==> src/cdq_pkg.sv <==
// cdq_pkg: shared types and constants for the circular deque.
// Command and status codes, FSM states, request and response item structs.
// No dependencies.
package cdq_pkg;

   localparam int DEPTH_DEFAULT = 16;
   localparam int VALUE_WIDTH   = 32;
   localparam int OCC_WIDTH     = 5;

   typedef enum logic [1:0] {
      CMD_PUSH_FRONT = 2'd0,
      CMD_PUSH_REAR  = 2'd1,
      CMD_POP_FRONT  = 2'd2,
      CMD_POP_REAR   = 2'd3
   } cmd_type;

   typedef enum logic [1:0] {
      STAT_OK    = 2'd0,
      STAT_FULL  = 2'd1,
      STAT_EMPTY = 2'd2
   } status_type;

   typedef enum logic {
      ST_IDLE,
      ST_READ
   } state_type;

   typedef struct packed {
      cmd_type                        command;
      logic signed [VALUE_WIDTH-1:0]  push_value;
   } req_type;

   typedef struct packed {
      logic signed [VALUE_WIDTH-1:0]  popped_value;
      status_type                     status;
      logic [OCC_WIDTH-1:0]           occupancy;
      logic signed [VALUE_WIDTH-1:0]  front_value;
      logic signed [VALUE_WIDTH-1:0]  back_value;
   } rsp_type;

endpackage

==> src/cdq_ram.sv <==
// cdq_ram: generic single-write, single-read RAM with registered read data.
// Width and depth set by parameters. No dependencies.
module cdq_ram #(
   parameter int  WIDTH = 32,
   parameter int  DEPTH = 16,
   localparam int AW    = $clog2(DEPTH)
) (
   input  logic             clock,
   input  logic             wr_en,
   input  logic [AW-1:0]    wr_addr,
   input  logic [WIDTH-1:0] wr_data,
   input  logic             rd_en,
   input  logic [AW-1:0]    rd_addr,
   output logic [WIDTH-1:0] rd_data
);

   logic [WIDTH-1:0] mem [DEPTH];
   logic [WIDTH-1:0] rd_data_ff;

   // write port and registered read port; read data holds between reads
   always_ff @(posedge clock) begin
      if (wr_en) begin
         mem[wr_addr] <= wr_data;
      end
      if (rd_en) begin
         rd_data_ff <= mem[rd_addr];
      end
   end

   assign rd_data = rd_data_ff;

endmodule

==> src/circular_deque.sv <==
// circular_deque: fixed-capacity double-ended queue on a circular RAM.
// Pushes, rejected commands and pops that empty the queue register their
// result in the cycle after acceptance; other pops first read the RAM for
// the new front or back entry, then register the result. Throughput: 1 item
// per cycle unless the result stalls; no command is taken during a RAM read.
// Reset (sync, active high) clears pointers, count and output valid; RAM
// contents are undefined until written and need no clearing pass.
module circular_deque #(
   parameter int  DEPTH = cdq_pkg::DEPTH_DEFAULT,
   localparam int PW    = $clog2(DEPTH),
   localparam int CW    = $clog2(DEPTH + 1)
) (
   input  logic             clock,
   input  logic             reset,
   input  logic             req_valid,
   output logic             req_ready,
   input  cdq_pkg::req_type req,
   output logic             rsp_valid,
   input  logic             rsp_ready,
   output cdq_pkg::rsp_type rsp
);

   localparam int VW = cdq_pkg::VALUE_WIDTH;

   // control and cached state
   cdq_pkg::state_type     state_ff, state_in;
   logic [PW-1:0]          head_ff, head_in;
   logic [PW-1:0]          tail_ff, tail_in;
   logic [CW-1:0]          count_ff, count_in;
   logic                   rsp_valid_ff, rsp_valid_in;
   // payload registers
   logic signed [VW-1:0]   front_ff, front_in;
   logic signed [VW-1:0]   back_ff, back_in;
   logic signed [VW-1:0]   pend_pop_ff, pend_pop_in;
   logic                   pend_front_ff, pend_front_in;
   cdq_pkg::rsp_type       rsp_ff, rsp_in;

   // RAM port signals
   logic                   ram_we;
   logic [PW-1:0]          ram_waddr;
   logic                   ram_re;
   logic [PW-1:0]          ram_raddr;
   logic [VW-1:0]          ram_rdata;

   logic                   accept;
   logic                   is_full;
   logic                   none_held;
   logic                   needs_read;
   logic [PW-1:0]          head_inc, head_dec, tail_inc, tail_dec, tail_dec2;

   function automatic logic [PW-1:0] wrap_inc(input logic [PW-1:0] p);
      wrap_inc = (p == PW'(DEPTH - 1)) ? '0 : p + PW'(1);
   endfunction

   function automatic logic [PW-1:0] wrap_dec(input logic [PW-1:0] p);
      wrap_dec = (p == '0) ? PW'(DEPTH - 1) : p - PW'(1);
   endfunction

   assign req_ready = (state_ff == cdq_pkg::ST_IDLE) && (!rsp_valid_ff || rsp_ready);
   assign accept    = req_valid && req_ready;
   assign is_full   = (count_ff == CW'(DEPTH));
   assign none_held = (count_ff == '0);
   assign head_inc  = wrap_inc(head_ff);
   assign head_dec  = wrap_dec(head_ff);
   assign tail_inc  = wrap_inc(tail_ff);
   assign tail_dec  = wrap_dec(tail_ff);
   assign tail_dec2 = wrap_dec(tail_dec);

   // a pop that leaves entries behind must fetch the new end entry
   assign needs_read = accept && req.command[1] && (count_ff > CW'(1));

   // next state
   always_comb begin
      state_in = state_ff;
      unique case (state_ff)
         cdq_pkg::ST_IDLE: begin
            if (needs_read) state_in = cdq_pkg::ST_READ;
         end
         cdq_pkg::ST_READ: begin
            state_in = cdq_pkg::ST_IDLE;
         end
         default: state_in = cdq_pkg::ST_IDLE;
      endcase
   end

   // datapath: pointer updates, RAM access, result build
   always_comb begin
      head_in       = head_ff;
      tail_in       = tail_ff;
      count_in      = count_ff;
      front_in      = front_ff;
      back_in       = back_ff;
      pend_pop_in   = pend_pop_ff;
      pend_front_in = pend_front_ff;
      rsp_in        = rsp_ff;
      rsp_valid_in  = rsp_valid_ff && !rsp_ready;
      ram_we        = 1'b0;
      ram_waddr     = head_dec;
      ram_re        = 1'b0;
      ram_raddr     = head_inc;

      unique case (state_ff)
         cdq_pkg::ST_READ: begin
            // finish a pop with the entry just read
            rsp_in.popped_value = pend_pop_ff;
            rsp_in.status       = cdq_pkg::STAT_OK;
            rsp_in.occupancy    = cdq_pkg::OCC_WIDTH'(count_ff);
            if (pend_front_ff) begin
               front_in = ram_rdata;
            end else begin
               back_in  = ram_rdata;
            end
            rsp_in.front_value = pend_front_ff ? ram_rdata : front_ff;
            rsp_in.back_value  = pend_front_ff ? back_ff : ram_rdata;
            rsp_valid_in       = 1'b1;
         end
         cdq_pkg::ST_IDLE: begin
            if (accept) begin
               rsp_in.popped_value = '0;
               rsp_in.status       = cdq_pkg::STAT_OK;
               rsp_in.occupancy    = cdq_pkg::OCC_WIDTH'(count_ff);
               rsp_in.front_value  = front_ff;
               rsp_in.back_value   = back_ff;
               rsp_valid_in        = 1'b1;
               unique case (req.command)
                  cdq_pkg::CMD_PUSH_FRONT: begin
                     if (is_full) begin
                        rsp_in.status = cdq_pkg::STAT_FULL;
                     end else begin
                        ram_we    = 1'b1;
                        ram_waddr = head_dec;
                        head_in   = head_dec;
                        count_in  = count_ff + CW'(1);
                        front_in  = req.push_value;
                        if (none_held) back_in = req.push_value;
                        rsp_in.occupancy   = cdq_pkg::OCC_WIDTH'(count_ff + CW'(1));
                        rsp_in.front_value = req.push_value;
                        rsp_in.back_value  = none_held ? req.push_value : back_ff;
                     end
                  end
                  cdq_pkg::CMD_PUSH_REAR: begin
                     if (is_full) begin
                        rsp_in.status = cdq_pkg::STAT_FULL;
                     end else begin
                        ram_we    = 1'b1;
                        ram_waddr = tail_ff;
                        tail_in   = tail_inc;
                        count_in  = count_ff + CW'(1);
                        back_in   = req.push_value;
                        if (none_held) front_in = req.push_value;
                        rsp_in.occupancy   = cdq_pkg::OCC_WIDTH'(count_ff + CW'(1));
                        rsp_in.front_value = none_held ? req.push_value : front_ff;
                        rsp_in.back_value  = req.push_value;
                     end
                  end
                  cdq_pkg::CMD_POP_FRONT, cdq_pkg::CMD_POP_REAR: begin
                     if (none_held) begin
                        rsp_in.status      = cdq_pkg::STAT_EMPTY;
                        rsp_in.front_value = '0;
                        rsp_in.back_value  = '0;
                     end else begin
                        count_in         = count_ff - CW'(1);
                        rsp_in.occupancy = cdq_pkg::OCC_WIDTH'(count_ff - CW'(1));
                        if (req.command == cdq_pkg::CMD_POP_FRONT) begin
                           head_in     = head_inc;
                           pend_pop_in = front_ff;
                           ram_raddr   = head_inc;
                        end else begin
                           tail_in     = tail_dec;
                           pend_pop_in = back_ff;
                           ram_raddr   = tail_dec2;
                        end
                        pend_front_in       = (req.command == cdq_pkg::CMD_POP_FRONT);
                        rsp_in.popped_value = pend_pop_in;
                        if (needs_read) begin
                           // result goes out after the RAM read
                           ram_re       = 1'b1;
                           rsp_valid_in = 1'b0;
                        end else begin
                           // last entry removed
                           front_in           = '0;
                           back_in            = '0;
                           rsp_in.front_value = '0;
                           rsp_in.back_value  = '0;
                        end
                     end
                  end
                  default: ;
               endcase
            end
         end
         default: ;
      endcase
   end

   // control registers
   always_ff @(posedge clock) begin
      if (reset) begin
         state_ff     <= cdq_pkg::ST_IDLE;
         head_ff      <= '0;
         tail_ff      <= '0;
         count_ff     <= '0;
         rsp_valid_ff <= 1'b0;
      end else begin
         state_ff     <= state_in;
         head_ff      <= head_in;
         tail_ff      <= tail_in;
         count_ff     <= count_in;
         rsp_valid_ff <= rsp_valid_in;
      end
   end

   // payload registers
   always_ff @(posedge clock) begin
      front_ff      <= front_in;
      back_ff       <= back_in;
      pend_pop_ff   <= pend_pop_in;
      pend_front_ff <= pend_front_in;
      rsp_ff        <= rsp_in;
   end

   cdq_ram #(
      .WIDTH (VW),
      .DEPTH (DEPTH)
   ) u_store (
      .clock   (clock),
      .wr_en   (ram_we),
      .wr_addr (ram_waddr),
      .wr_data (req.push_value),
      .rd_en   (ram_re),
      .rd_addr (ram_raddr),
      .rd_data (ram_rdata)
   );

   assign rsp_valid = rsp_valid_ff;
   assign rsp       = rsp_ff;

endmodule

==> config.mk <==
export PLATFORM = sky130hd
export DESIGN_NAME = circular_deque
export DESIGN_NICKNAME = d
export VERILOG_FILES = /design/src/cdq_pkg.sv /design/src/cdq_ram.sv /design/src/circular_deque.sv
export SDC_FILE = /design/constraint.sdc
export NUM_CORES = 1
export LEC_CHECK = 0
export ABC_AREA = 0
export BUFFER_PORTS_ARGS = -buffer_cell sky130_fd_sc_hd__buf_2
export CORE_MARGIN = 8
export CORE_UTILIZATION = 40
export CTS_BUF_LIST = sky130_fd_sc_hd__clkbuf_8
export CTS_CLUSTER_DIAMETER = 30
export CTS_CLUSTER_SIZE = 10
export DETAILED_ROUTE_END_ITERATION = 10
export GPL_TIMING_DRIVEN = 1
export HOLD_SLACK_MARGIN = 0.03
export PLACE_DENSITY = 0.64
export SLEW_MARGIN = 5
export SYNTH_ARGS = -nofsm -noshare
export SYNTH_HDL_FRONTEND = slang
export SYNTH_SLANG_ARGS = --single-unit
==> constraint.sdc <==
create_clock -name clock -period 7.3 [get_ports clock]
set_input_delay 1.46 -clock clock [delete_from_list [all_inputs] [get_ports clock]]
set_output_delay 1.46 -clock clock [all_outputs]
set_load 0.01 [all_outputs]
======== Yosys cells after proc, flatten, opt, wreduce, memory -nomap -nowiden ========
Memories as Yosys holds them, arrays and structs flattened. A register that Yosys moved wholly into a read port is not among the register bits.
Cells that the tools add are included.
storage, ports and cells
  bits in registers ....................... 215
  memory bits (writable) .................. 512
  input port bits ......................... 38
  memories ................................ 1
  latch bits .............................. 0
  output and inout bits ................... 105
  word-level logic and storage cells ...... 133
  ROM bits ................................ 0
operators by class
  add/sub/neg operators ................... 7
  $lt $le $gt $ge ......................... 1
  multiplexer cells ....................... 69
  eq/ne operators ......................... 17
  div/mod/pow operators ................... 0
  bitwise logic cells ..................... 2
  multipliers ............................. 0
  reduce and logical (&&, ||, !) cells .... 22
  shifts and indexed selects .............. 0
memory list
  name         words  bits a word  read ports  clocked after memory_dff  wr ports  line           RTL
  u_store.mem  16     32           1           1                         1         cdq_ram.sv:17  logic [WIDTH-1:0] mem [DEPTH];
operators by type and width
  operator                                                       count
  two-way mux 32 bit                                             14
  case mux 71 bit (3 select lines)                               1
  case mux 103 bit (2 select lines)                              1
  case mux 32 bit (3 select lines)                               2
  two-way mux 69 bit                                             2
  two-way mux 64 bit                                             2
  case mux 32 bit (2 select lines)                               2
  two-way mux 103 bit                                            1
  two-way mux 4 bit                                              20
  two-way mux 1 bit                                              16
  case mux 4 bit (2 select lines)                                2
  != test 2 bit, second input constant                           7
  zero test 4 bit                                                3
  != test 3 bit, second input constant                           4
  AND reduction 6 bit                                            2
  subtractor 4 x 1 -> 4 bit, second input constant               3
  two-way mux 5 bit                                              2
  case mux 5 bit (2 select lines)                                1
  adder 4 x 1 -> 4 bit, second input constant                    2
  == test 4 bit, second input constant                           2
  adder 5 x 1 -> 5 bit, second input constant                    1
  == test 5 bit, second input constant                           1
  greater-than comparator 5 x 1 -> 1 bit, second input constant  1
  logical AND 1 bit                                              5
  other kinds (15)                                               21

======== Depth between registers and ports, before layout ========
  word-level depth ........................ 11
  mapped depth ............................ 15
  depth with buffers taken out ............ 10

======== By module ========
Synthesis repeated with hierarchy kept, for this count alone.
second synthesis, totals
  cells, all modules ...................... 2051
  area, all modules ....................... 32437.4 um^2
modules (own cells, without submodules)
  module          area each (um^2)  cells an instance  sequential area each (um^2)  instances
  cdq_ram         20155.6           838                16335.7                      1
  circular_deque  12281.8           1213               6306.0                       1

======== Worst setup path before layout ========
OpenSTA, ideal clock, no wires.
  path kind ............................... input-to-reg
  from .................................... input req_valid
  to ...................................... register back_ff[0], enable pin
  setup time .............................. 0.583 ns
  required time ........................... 6.717 ns
  path slack .............................. -0.355 ns
  cell stages on the path ................. 5
  data arrival time ....................... 7.072 ns
  buffers on the path ..................... 0
  path through ............................ nor2b_1 > nand2_1 > nor2_1 > nand2_1 > a21boi_0
on the way
  cells in the longest elaborated chain, start to end .. 5
  elaborated cells on any way between the ends .. 6
  those cells by class .................... eq/ne: 2; reduce/logical: 4
ends and longest elaborated chain
  what                               line                   RTL
  from (decl)                        circular_deque.sv:15   input logic req_valid,
  logical AND 1 bit (*)              circular_deque.sv:60   assign accept = req_valid && req_ready;
  logical AND 1 bit (2 in series)    circular_deque.sv:70   assign needs_read = accept && req.command[1] && (count_ff > CW'(1));
  != test 3 bit (no line)            --
  AND reduction 5 bit (no line) (*)  --
  to (signal assigned)               circular_deque.sv:216  back_ff <= back_in;
  to (decl)                          circular_deque.sv:33   logic signed [VW-1:0] back_ff, back_in;
Every way passes the cells marked *; elsewhere a longest branch is shown, timed or not.
A chain may end at the register's enable or synchronous reset.

==> results by group <==
Flow run
  • Max-Cap Viols: 0

Synth
  • Top FF cell, synth: edfxtp_1
  • Synth async-reset ratio: 0
  • Syn_nets: roughly 2400
  • Mean post-synth cell area: 14.1 um^2
  • EDFF count, synth: between 700 and 800
  • Distinct cells, synth: 76
  • Sequential fraction of the synthesis area: 0.674
  • YS warnings: 0
  • Seq cells post-synth: between 700 and 800
  • Cells after Synth: roughly 2400
  • Post-Syn Area: roughly 0.034 mm^2

STA
  • Crit path time final: between 4 and 5 ns
  • Max Fclk: roughly 210 MHz
  • RSZ-0062 raised after global routing: false
  • Hold Fails Final Rpt: 0
  • Crit share post-route: 0.657
  • Slew @ Worst Pin: ~1.3 ns
  • Final slew viol count: 0
  • Setup TNS: 0 ns
  • Clk_skew: approximately 0.033 ns
  • Worst slew margin: 0.125
  • Endpoints failing setup: 0
  • Setup ws final: approximately 2.5 ns

Global route
  • GR Overflow Total: 0
  • Initial antenna violation count: 5
  • Largest net degree at the start of global routing: 90
  • GRT Overall Usage: 0.201
  • First-pass GRT wire length: 144000 um
  • Number of global-route vias before repair: between 20000 and 25000

Detailed routing
  • Initial drt markers: 2677
  • DRC viols: 0
  • Via count: 22900
  • Routed len/inst: roughly 26 um
  • DRT Pass-1 Iters: 6
  • Detailed Route WL: approximately 97000 um
  • DR vias/cell: slightly above 6
  • Antenna viol nets, final: 0

Floorplan
  • Die height: 306 um
  • Die Area: approximately 0.093 mm^2
  • Initial Util: 0.403
  • Core area: 0.0834 mm^2
  • Die width: 306 um
  • Num ports: about 140
  • Row count: 106

Worst setup path
  • Critical Path AT: 5.30 ns
  • Reg2reg start: count_ff[0]
  • Crit-path max FO: between 40 and 50
  • CP endpoint kind: flip-flop
  • Crit Path Class: reg -> reg
  • Worst Setup Start Kind: flip-flop
  • Crit path from: count_ff[0]
  • Crit path required time: roughly 7.8 ns

CTS
  • Worst-path clk slew: ~0.060 ns
  • Clock tree sinks: approximately 760
  • Post-CTS setup buffer count: 0
  • CTS tree: done
  • PostCTS Resize Cnt: 0
  • Clk Latency, worst-skew pair: roughly 0.79 ns
  • CTS max path bufs: 3
  • CTS root buf: clkbuf_8
  • Post-CTS Hold Buffers: 0
  • CTS H-Tree Depth: 4
  • TritonCTS buffer count: 140

Min path
  • HP Class: reg -> reg
  • Min-delay src: pend_pop_ff[7]

Layout
  • Nets: about 2600
  • Area growth syn-to-layout: 15.2%
  • FF+latch area: between 0.02 and 0.025 mm^2
  • Share of layout cells above drive strength 1: 0.227
  • Area of the multi-input gates: between 0.01 and 0.015 mm^2
  • Fill cells: 7143

Outcome
  • Status: completed

Place
  • GP Congestion: approximately 0.86
  • Post-Place Setup Slack: about 2.1 ns
  • DP HPWL: ~56000 um
  • IO buf count: approximately 140

Power
  • Leak: around 13 nW
  • Power Density: around 320 mW/mm^2
  • VDD IR max: 0.160 mV
path summary, 6_finish.rpt:
kind | end | cells past startpoint | slack [ns]
worst max-delay path | rsp[46] | 9 | 2.50
worst min-delay path | rsp[78] | 2 | 0.51
worst max register to register | rsp[46] | 9 | 2.50
worst min register to register | rsp[78] | 2 | 0.51
through the flow:
step           utilization  hold slack (ns)  cell area [um^2]  std cells  total power (W)
3_5_place_dp         0.425            0.498             35400       3474          0.00786
3_3_place_gp         0.425            0.497             35400       3474          0.00779
6_report             0.464            0.512             38700       3730           0.0124
4_1_cts              0.464            0.516             38700       3728           0.0125
2_1_floorplan            -            0.487             33600       2390          0.00701
5_1_grt              0.464            0.536             38700       3729           0.0129
critical path, cell delays in order, from the launching register on:
cell     delay, ns
dfxtp_1       0.54
inv_1         0.15
ha_1          0.27
or4b_4        0.45
buf_4         0.63
nand2_1       0.40
nor2_4        0.73
buf_4         0.65
a21oi_1       0.15
o21ai_0       0.49
per-layer routing:
layer  part of all wire  vias up  GRT usage
li1                   -     9847          -
met5            0.00013        -          0
met1               0.41    11500      0.270
met4              0.031        2     0.0786
met3              0.094      233     0.0487
met2               0.46     1310      0.313
placed cells by master (no fill, tap or decap), types with 38 or more instances in the layout:
cell and instances:
mux2i_1 89, a21oi_1 87, mux2_2 75, or3_1 38, o21ai_0 152, nand3_1 69, nor2_1 42, a211oi_1 69
buf_2 141, edfxtp_1 744, inv_1 57, buf_4 47, nand2_1 211, clkbuf_8 149
power breakdown:
part / switching, W / internal (W)
sequential: 0.000188 / 0.00521
clock: 0.00193 / 0.00269
combinational: 0.00158 / 0.000832
cell families after synthesis:
logic type / Yosys count / share of synthesized area
and+or+nand+nor: 483 / 0.0687
buffers and inverters: 240 / 0.0314
AOI/OAI and AO/OA: 691 / 0.145
xor gates and xnor gates: 9 / 0.00235
muxes: 197 / 0.0738
adders and majority gates: 11 / 0.00410
DFF: 759 / 0.674
Yosys cell counts, drive strengths merged, types with 28 or more instances:
cell type | instances | area, um^2
a221oi | 31 | 272
nand4 | 35 | 234
a31oi | 33 | 206
a2111o | 31 | 349
nand3 | 71 | 373
nor2 | 62 | 233
or2 | 33 | 206
clkbuf | 124 | 465
a211oi | 70 | 531
a22oi | 28 | 210
o22a | 32 | 280
mux2 | 75 | 845
or3 | 38 | 238
o21ai | 160 | 808
mux4 | 33 | 743
nand2 | 216 | 828
buf | 63 | 388
edfxtp | 744 | 22300
a21oi | 87 | 435
o211ai | 35 | 277
mux2i | 89 | 891
o221ai | 32 | 280
a32oi | 32 | 280
inv | 53 | 201
state kept, by name, indices dropped and copies added (netlist names):
| signal | flops |
|---|---|
| u_store.mem | 512 |
| rsp | 103 |
| back_ff | 32 |
| front_ff | 32 |
| pend_pop_ff | 32 |
| u_store.rd_data | 32 |
| count_ff | 5 |
| head_ff | 4 |
| tail_ff | 4 |
| pend_front_ff | 1 |
| rsp_valid | 1 |
| state_ff | 1 |
cell type report:
| cell class | instances | area share |
|---|---|---|
| Sequential cell | 759 | 0.586 |
| Timing Repair Buffer | 191 | 0.0289 |
| Clock inverter | 105 | 0.0303 |
| Multi-Input combinational cell | 1391 | 0.262 |
| Clock buffer | 149 | 0.0530 |
| Antenna cell | 2 | 0.000129 |
| Tap cell | 1080 | 0.0349 |
| Inverter | 53 | 0.00521 |
Note: power is estimated with default switching activity, not from simulation.
